$ cat src/rtl/core/eal2d_pkg.sv
// Shared constants for the early-abandon squared L2 distance unit.
package eal2d_pkg;

    // Element pairs per abandon check.
    localparam int BLOCK_LEN = 8;
    localparam int POS_W     = (BLOCK_LEN > 1) ? $clog2(BLOCK_LEN) : 1;

    // Field widths.
    localparam int ELEM_W = 16;
    localparam int DIFF_W = ELEM_W + 1;
    localparam int MAG_W  = ELEM_W;
    localparam int SQ_W   = 2 * MAG_W;
    localparam int SUM_W  = 48;

    // Stream data widths (fields packed from bit 0; both widths are whole bytes).
    localparam int S_DATA_W = 2 * ELEM_W + SUM_W;
    localparam int M_DATA_W = SUM_W;

    // Saturation ceiling of the accumulator.
    localparam logic [SUM_W-1:0] SUM_MAX = {SUM_W{1'b1}};

    // Last position inside a block.
    localparam logic [POS_W-1:0] POS_LAST = POS_W'(BLOCK_LEN - 1);

endpackage

$ cat src/rtl/core/early_abandon_l2_distance_unit.sv
// Streaming squared L2 distance with early abandon at block boundaries.
//
//  Channel | Dir | Data bits (low to high)                    | Side band
//  --------+-----+--------------------------------------------+---------------------
//  s_      | in  | elem_a[15:0], elem_b[31:16], thresh[79:32] | tlast = last_element
//  m_      | out | distance[47:0]                             | tuser = abandoned
//
// One element pair is taken every cycle unless s_tready is low. A request passes
// the difference stage register and the square stage register, and then the
// accumulate stage loads the result register.
// The accumulate stage does a 48-bit saturating add and a compare.
// Reset clears all stage valid bits and the vector state.
// A stalled result register holds the accumulate stage; the earlier stages fill
// up behind it before s_tready drops.
module early_abandon_l2_distance_unit (
    input  logic                           aclk,
    input  logic                           aresetn,
    input  logic                           s_tvalid,
    output logic                           s_tready,
    input  logic [eal2d_pkg::S_DATA_W-1:0] s_tdata,   // elem_a, elem_b, threshold
    input  logic                           s_tlast,
    output logic                           m_tvalid,
    input  logic                           m_tready,
    output logic [eal2d_pkg::M_DATA_W-1:0] m_tdata,   // distance
    output logic                           m_tuser    // abandoned
);

    // Pipeline stage registers.
    logic                            p1_valid_reg;
    logic [eal2d_pkg::MAG_W-1:0]     p1_mag_reg;
    logic [eal2d_pkg::SUM_W-1:0]     p1_thr_reg;
    logic                            p1_last_reg;
    logic                            p2_valid_reg;
    logic [eal2d_pkg::SQ_W-1:0]      p2_sq_reg;
    logic [eal2d_pkg::SUM_W-1:0]     p2_thr_reg;
    logic                            p2_last_reg;

    // Vector state.
    logic [eal2d_pkg::SUM_W-1:0]     sum_reg, sum_next;
    logic [eal2d_pkg::POS_W-1:0]     pos_reg, pos_next;
    logic [eal2d_pkg::SUM_W-1:0]     held_thr_reg, held_thr_next;
    logic                            skip_reg, skip_next;
    logic                            first_reg, first_next;

    // Result register.
    logic                            out_valid_reg, out_valid_next;
    logic [eal2d_pkg::SUM_W-1:0]     out_dist_reg, out_dist_next;
    logic                            out_aband_reg, out_aband_next;

    // Datapath signals.
    logic signed [eal2d_pkg::ELEM_W-1:0] elem_a, elem_b;
    logic signed [eal2d_pkg::DIFF_W-1:0] diff;
    logic [eal2d_pkg::DIFF_W-1:0]        diff_neg;
    logic [eal2d_pkg::MAG_W-1:0]         mag;
    logic [eal2d_pkg::SUM_W-1:0]         base_sum, eff_thr;
    logic [eal2d_pkg::POS_W-1:0]         base_pos;
    logic                                base_skip;
    logic [eal2d_pkg::SUM_W:0]           raw_sum;
    logic [eal2d_pkg::SUM_W-1:0]         sat_sum;
    logic                                block_done;

    // Handshake between stages.
    logic out_free, adv2, p2_open, adv1, in_acc;

    assign out_free = !out_valid_reg || m_tready;
    assign adv2     = p2_valid_reg && out_free;
    assign p2_open  = !p2_valid_reg || adv2;
    assign adv1     = p1_valid_reg && p2_open;
    assign s_tready = !p1_valid_reg || p2_open;
    assign in_acc   = s_tvalid && s_tready;

    // Difference magnitude; |a - b| fits 16 bits unsigned.
    assign elem_a   = s_tdata[eal2d_pkg::ELEM_W-1:0];
    assign elem_b   = s_tdata[2*eal2d_pkg::ELEM_W-1:eal2d_pkg::ELEM_W];
    assign diff     = eal2d_pkg::DIFF_W'(elem_a) - eal2d_pkg::DIFF_W'(elem_b);
    assign diff_neg = -diff;
    assign mag      = diff[eal2d_pkg::DIFF_W-1] ? diff_neg[eal2d_pkg::MAG_W-1:0]
                                                : diff[eal2d_pkg::MAG_W-1:0];

    // Stage valid bits.
    always_ff @(posedge aclk) begin
        if (!aresetn) begin
            p1_valid_reg <= 1'b0;
            p2_valid_reg <= 1'b0;
        end else begin
            if (s_tready) begin
                p1_valid_reg <= s_tvalid;
            end
            if (p2_open) begin
                p2_valid_reg <= p1_valid_reg;
            end
        end
    end

    // Stage payloads: difference, then square.
    always_ff @(posedge aclk) begin
        if (in_acc) begin
            p1_mag_reg  <= mag;
            p1_thr_reg  <= s_tdata[eal2d_pkg::S_DATA_W-1:2*eal2d_pkg::ELEM_W];
            p1_last_reg <= s_tlast;
        end
        if (adv1) begin
            p2_sq_reg   <= p1_mag_reg * p1_mag_reg;
            p2_thr_reg  <= p1_thr_reg;
            p2_last_reg <= p1_last_reg;
        end
    end

    // Accumulate, check the block boundary and decide on a result.
    always_comb begin
        base_sum   = first_reg ? '0 : sum_reg;
        base_pos   = first_reg ? '0 : pos_reg;
        base_skip  = first_reg ? 1'b0 : skip_reg;
        eff_thr    = first_reg ? p2_thr_reg : held_thr_reg;
        raw_sum    = {1'b0, base_sum} + (eal2d_pkg::SUM_W + 1)'(p2_sq_reg);
        sat_sum    = raw_sum[eal2d_pkg::SUM_W] ? eal2d_pkg::SUM_MAX
                                               : raw_sum[eal2d_pkg::SUM_W-1:0];
        block_done = (base_pos == eal2d_pkg::POS_LAST);

        sum_next       = sum_reg;
        pos_next       = pos_reg;
        held_thr_next  = held_thr_reg;
        skip_next      = skip_reg;
        first_next     = first_reg;
        out_valid_next = out_valid_reg && !m_tready;
        out_dist_next  = out_dist_reg;
        out_aband_next = out_aband_reg;

        if (adv2) begin
            held_thr_next = eff_thr;
            first_next    = p2_last_reg;
            if (base_skip) begin
                // Rest of an abandoned vector: drop it, end on its last element.
                skip_next = !p2_last_reg;
            end else begin
                sum_next  = sat_sum;
                pos_next  = block_done ? '0 : base_pos + 1'b1;
                skip_next = 1'b0;
                if (p2_last_reg) begin
                    out_valid_next = 1'b1;
                    out_dist_next  = sat_sum;
                    out_aband_next = 1'b0;
                end else if (block_done && (sat_sum > eff_thr)) begin
                    out_valid_next = 1'b1;
                    out_dist_next  = sat_sum;
                    out_aband_next = 1'b1;
                    skip_next      = 1'b1;
                end
            end
        end
    end

    // Vector state and result valid.
    always_ff @(posedge aclk) begin
        if (!aresetn) begin
            sum_reg       <= '0;
            pos_reg       <= '0;
            held_thr_reg  <= '0;
            skip_reg      <= 1'b0;
            first_reg     <= 1'b1;
            out_valid_reg <= 1'b0;
        end else begin
            sum_reg       <= sum_next;
            pos_reg       <= pos_next;
            held_thr_reg  <= held_thr_next;
            skip_reg      <= skip_next;
            first_reg     <= first_next;
            out_valid_reg <= out_valid_next;
        end
    end

    // Result payload.
    always_ff @(posedge aclk) begin
        out_dist_reg  <= out_dist_next;
        out_aband_reg <= out_aband_next;
    end

    assign m_tvalid = out_valid_reg;
    assign m_tdata  = out_dist_reg;
    assign m_tuser  = out_aband_reg;

endmodule

$ cat config.mk
export PLATFORM = sky130hd
export DESIGN_NAME = early_abandon_l2_distance_unit
export DESIGN_NICKNAME = d
export VERILOG_FILES = /design/src/rtl/core/eal2d_pkg.sv /design/src/rtl/core/early_abandon_l2_distance_unit.sv
export SDC_FILE = /design/constraint.sdc
export NUM_CORES = 1
export LEC_CHECK = 0
export BUFFER_PORTS_ARGS = -buffer_cell sky130_fd_sc_hd__buf_4
export CORE_MARGIN = 2
export CORE_UTILIZATION = 58
export CTS_CLUSTER_DIAMETER = 30
export DETAILED_ROUTE_END_ITERATION = 7
export PLACE_DENSITY = 0.77
export SLEW_MARGIN = 20
export SYNTH_ARGS = -nofsm -noshare
export SYNTH_HDL_FRONTEND = slang
export SYNTH_SLANG_ARGS = --single-unit
export TNS_END_PERCENT = 50
$ cat constraint.sdc
create_clock -name aclk -period 21.8 [get_ports aclk]
set_input_delay 1.09 -clock aclk [delete_from_list [all_inputs] [get_ports aclk]]
set_output_delay 1.09 -clock aclk [all_outputs]
set_load 0.1 [all_outputs]
Yosys cells after proc, flatten, opt, wreduce, memory -nomap -nowiden
Cells that the tools add are included.
{"block": "word_totals", "rom_bits": 0, "reg_bits": 299, "mem_count": 0, "in_bits": 85, "ramBits": 0, "latch_bits": 0, "word_cells": 57, "output_inout_bits": 51}
{"block": "op_classes", "multipliers": 1, "addsub": 4, "div": 0, "eq_ne": 1, "mux": 17, "reduce_logical": 16, "shifts": 0, "bitwise": 1, "magnitude_cmp": 1}
{"op": "$mux W48", "n": 5}
{"op": "$add A48 B32 Y49", "n": 1}
{"op": "$gt A48 B48 Y1", "n": 1}
{"op": "$mul A16 B16 Y32", "n": 1}
{"op": "$sub A16 B16 Y17", "n": 1}
{"op": "$mux W16", "n": 1}
{"op": "$neg A16 Y16", "n": 1}
{"op": "$mux W1", "n": 9}
{"op": "$mux W3", "n": 2}
{"op": "$logic_and A1 B1 Y1", "n": 5}
{"op": "$logic_not A1 Y1", "n": 5}
{"op": "$add A3 B1 Y3 const B", "n": 1}
{"op": "$eq A3 B3 Y1 const B", "n": 1}
{"op": "$logic_or A1 B1 Y1", "n": 3}
{"op": "$reduce_and A3 Y1", "n": 1}
{"op": "$reduce_and A2 Y1", "n": 1}
{"op": "$reduce_bool A2 Y1", "n": 1}
{"op": "$not A1 Y1", "n": 1}

Longest topological paths before layout
{"block": "depth", "depth_word": 9, "depth_mapped": 26, "depth_no_buf": 24}

Worst setup path after synthesis
No wires, ideal clock.
{"block": "synth_timing", "path_kind": "register -> register", "startpoint": "reg first_reg", "endpoint": "reg out_dist_reg (netlist bit m_tdata[0]), enable pin", "setup_ns": 0.472, "t_arrival_ns": 7.362, "required_ns": 21.328, "setup_slack_ns": 13.966, "path_buffers": 5, "path_stages_with_launch": 25, "synth_period_minus_slack_ns": 7.834, "path_cell_list": "dfxtp_1 clkbuf_1 clkbuf_1 clkbuf_1 nor2b_1 ha_1 a21o_1 a21o_1 a22o_1 o41ai_2 o21ai_1 a21o_1 a21o_1 nand2_1 buf_2 buf_2 nand2_1 ha_1 nand4_1 or2_2 nor4_1 o41ai_1 o211ai_1 a31oi_1 a21oi_1"}
{"block": "synth_via", "elab_chain_len": 7, "word_cells_on_any_way": 12, "cone_classes": "1 x add/sub; 1 x order compare; 1 x eq/ne; 5 x mux; 1 x bitwise; 3 x reduce/logical"}
{"element": "from (decl)", "line_no": "early_abandon_l2_distance_unit.sv:43", "rtl": "logic first_reg, first_next;"}
{"element": "from (signal assigned)", "line_no": "early_abandon_l2_distance_unit.sv:167", "rtl": "first_reg <= first_next;"}
{"element": "$mux W48", "line_no": "early_abandon_l2_distance_unit.sv:111", "rtl": "base_sum = first_reg ? '0 : sum_reg;"}
{"element": "$add A48 B32 Y49", "line_no": "early_abandon_l2_distance_unit.sv:115", "rtl": "raw_sum = {1'b0, base_sum} + (eal2d_pkg::SUM_W + 1)'(p2_sq_reg);"}
{"element": "$mux W48", "line_no": "early_abandon_l2_distance_unit.sv:116", "rtl": "sat_sum = raw_sum[eal2d_pkg::SUM_W] ? eal2d_pkg::SUM_MAX"}
{"element": "via sat_sum (one bit)", "line_no": "early_abandon_l2_distance_unit.sv:59", "rtl": "logic [eal2d_pkg::SUM_W-1:0] sat_sum;"}
{"element": "$gt A48 B48 Y1", "line_no": "early_abandon_l2_distance_unit.sv:143", "rtl": "end else if (block_done && (sat_sum > eff_thr)) begin"}
{"element": "$logic_and A1 B1 Y1", "line_no": "early_abandon_l2_distance_unit.sv:143"}
{"element": "$reduce_bool A2 Y1 (no line)"}
{"element": "$reduce_and A3 Y1 (no line)"}
{"element": "to (signal assigned)", "line_no": "early_abandon_l2_distance_unit.sv:174", "rtl": "out_dist_reg <= out_dist_next;"}
{"element": "to (decl)", "line_no": "early_abandon_l2_distance_unit.sv:47", "rtl": "logic [eal2d_pkg::SUM_W-1:0] out_dist_reg, out_dist_next;"}
The timed path passes the listed nets, and every way through them passes these cells.
A chain may end at the register's enable or synchronous reset.

Worst setup path after layout
{"block": "layout_timing", "startpoint": "reg first_reg", "endpoint": "reg out_dist_reg (netlist bit m_tdata[9]), enable pin"}
Same word-level chain as after synthesis.

==> flow_summary.yaml <==
final_layout:
  syn_to_final_growth_pct: 16.0
  nFillCells: 2798
  num_antenna_cells: 0
  nets: 2684
  multi_input_area_sq_um: 12900
  drive_gt1_share_pct: 13.6
  seqCellArea_sq_um: 7910
route:
  vias_per_cell: 5.79
  initialDrtViolationCount: 1110
  drc_errors: 0
  vias: 16200
  wirelength_microns: 51700
  detail-route-antenna-nets: 0
  wl_per_cell_microns: 18.5
  first_pass_iters: 5
place:
  hpwl_microns: 38300
  port_buffers: 135
  gp_congestion: 0.958
timing:
  slew-limit-headroom_pct: 26.7
  rsz0062_at_grt: "no"
  max_slew.worst_pin.slew_ps: 1100
  fin_crit_ps: 7350
  clock_skew_ps: 26.7
  period_share_pct: 33.7
  whs_ps: 412
  final_max_slew_viol_count: 0
  fmax_mhz: 136
  finalSetupViolations: 0
  fin_tns_setup_ps: 0
  final_hold_viol_count: 0
setup_path:
  path_cells: "buf_4 > buf_4 > clkinv_1 > nand3_1 > nor2_1 > nand2_1 > nor2_1 > a21o_1 > nand2_2 > buf_4 > nand2_1 > ha_1 > nand4_1 > or2_2 > nor4_1 > nand3_1 > o21a_1 > nand3_1 > nand2_1 > a31oi_1 > a21oi_4 > buf_4"
  critical_path_class: "reg2reg"
  cpMaxStageDelayCell: "dfxtp_4"
  cp_data_arrival_time_ps: 7600
  worstPathRequired_ps: 22050
  cp.depth: 22
  r2r-end: "m_tdata[9]$_DFFE_PP_"
  r2r-start: "first_reg$_SDFFE_PN1P_"
  start_kind: "register"
  end_kind: "register"
  crit_end: "m_tdata[9]$_DFFE_PP_"
  max_stage_delay_ps: 700
  cp_max_fo: 67
  startpoint: "first_reg$_SDFFE_PN1P_"
  rrSetupSlack_ps: 14450
  worstRegToRegCells: 22
  crit_family: "buffers and inverters"
  crit_top_cell: "buf_4"
  critPathBufInv: 5
yosys:
  async_flop_share_pct: 0
  syn_area_per_cell_sq_um: 10.4
  synth.distinct_cells: 82
  yosysWarnings: 0
  syn-num-nets: 2556
  yosys.area.top_type: "edfxtp_1"
  netlist_area_sq_um: 22000
  ys.flop_type: "edfxtp_1"
  synth_cells: 2107
  synth_seq_cells: 298
  synthTopCellsByArea: "edfxtp_1, fa_1, ha_1, dfxtp_1, inv_1"
  synth-seq-area-share_pct: 36.0
  synth_edf_count: 194
  synth_top_area_share_pct: 26.5
worst_hold_path:
  hold_path_class: "reg2reg"
cts:
  clk_path_buf_depth: 3
  ctsRootBufferMaster: "clkbuf_16"
  cts_resized: 0
  cts_tree: "yes"
  cts_max_level: 2
  hold_buffers: 0
  cts_sinks: 298
  cts_made_buffers: 59
  clkLatencyLatePin_ps: 590
  post_cts_buffers: 0
  clk_pin_slew_ps: 60
floorplanning:
  die_w_microns: 199
  die_area_sq_um: 39500
  rows: 71
  initial_utilization_pct: 58.7
  core_sq_um: 37500
  die_y_microns: 199
  io_pins: 136
global_routing:
  grt_pass1_vias: 16600
  grt_pass1_wl_microns: 84300
  grt_most_used_layer: "met2"
  grt_max_degree: 97
  grt.total_usage_pct: 27.0
  grtUsageMet1_pct: 34.3
  met3_usage_pct: 3.10
  grt_overflow: 0
  antenna_found_initial: 0
  grt_use_met2_pct: 47.1
flow_run:
  maxCapViolCount: 0
run_status:
  status: "complete, no violations"
==> cell type report <==
type | instances | share of cell area [%]
clock buffer | 65 | 6.03
clock inverter | 46 | 1.92
inverter | 236 | 3.47
multi-input combinational | 1493 | 50.7
sequential | 298 | 31.0
tap | 511 | 2.51
timing repair buffer | 147 | 4.40
==> layout by cell type, fill, tap and decap left out, types with 11 or more instances in the layout <==
cell type	Yosys	final
and3_1	19	19
xor2_1	23	23
a211oi_1	60	60
o21a_1	15	15
dfxtp_1	104	103
a21oi_1	95	93
inv_1	234	234
mux2i_1	53	53
a21o_1	62	62
xnor2_1	75	75
nand3_1	27	27
ha_1	199	199
edfxtp_1	194	194
clkbuf_16	0	59
or2_2	11	11
inv_6	0	13
nand4_1	20	20
and2_1	64	64
nor3_1	27	27
o21ai_0	45	45
a311oi_1	23	23
a31oi_1	21	20
nand2b_1	11	11
nor2_1	157	157
fa_1	165	165
nand2_1	148	147
buf_4	2	146
nor2b_1	58	57
==> synth_stat cells (all sizes together), types with 8 or more instances <==
master,instances
inv,235
ha,199
edfxtp,194
fa,165
nor2,157
nand2,148
dfxtp,104
a21oi,97
xnor2,75
a21o,64
and2,64
a211oi,61
clkbuf,60
nor2b,58
mux2i,53
o21ai,48
nand3,27
nor3,27
a311oi,24
xor2,24
a31oi,22
and3,20
buf,20
nand4,20
o21a,15
nand2b,11
or2,11
nor4,10
o21bai,8
==> metal layers <==
layer	vias up	part of all wire, %
met5	-	0
met1	7886	42
met3	131	5.0
met2	553	50
met4	0	3.5
li1	7617	-
==> worst min-delay path by stage <==
stage / startpoint / to / slack [ps] / depth (start not counted)
after detailed placement: p1_thr_reg[19]$_DFFE_PP_ / p2_thr_reg[19]$_DFFE_PP_ / 400 / 0
after CTS: p1_thr_reg[45]$_DFFE_PP_ / p2_thr_reg[45]$_DFFE_PP_ / 410 / 0
after floorplan: p1_last_reg$_DFFE_PP_ / p2_last_reg$_DFFE_PP_ / 400 / 0
final: p1_thr_reg[1]$_DFFE_PP_ / p2_thr_reg[1]$_DFFE_PP_ / 410 / 0
after global routing: p1_thr_reg[4]$_DFFE_PP_ / p2_thr_reg[4]$_DFFE_PP_ / 410 / 0
after global placement: p1_thr_reg[42]$_DFFE_PP_ / p2_thr_reg[42]$_DFFE_PP_ / 400 / 0
==> per-stage QoR <==
step                setup slack, ps  std cells  utilization [%]  cell area (sq um)
CTS                           14470       2795             68.0              25500
global placement              14670       2684             62.6              23500
finish                        14450       2796             68.0              25500
floorplan                     13970       2107                -              22000
global route                  13970       2796             68.0              25500
detailed placement            14550       2684             62.6              23500
==> kinds of logic (layout without fill, tap and decap cells) <==
group                    after synthesis  in the layout  synth area share (%)
AO/OA/AOI/OAI                        403            403                  12.9
XOR/XNOR                              99             99                  3.98
adder cells (fa/ha/maj)              364            364                  26.3
buffers and inverters                316            494                  5.55
flip-flops                           298            298                  36.0
multiplexers                          57             57                  2.62
AND/OR/NAND/NOR                      570            570                  12.6
Power is left out: the tool's default activity adds up to more than one toggle a clock period on the data nets, which glitch-free logic cannot reach.
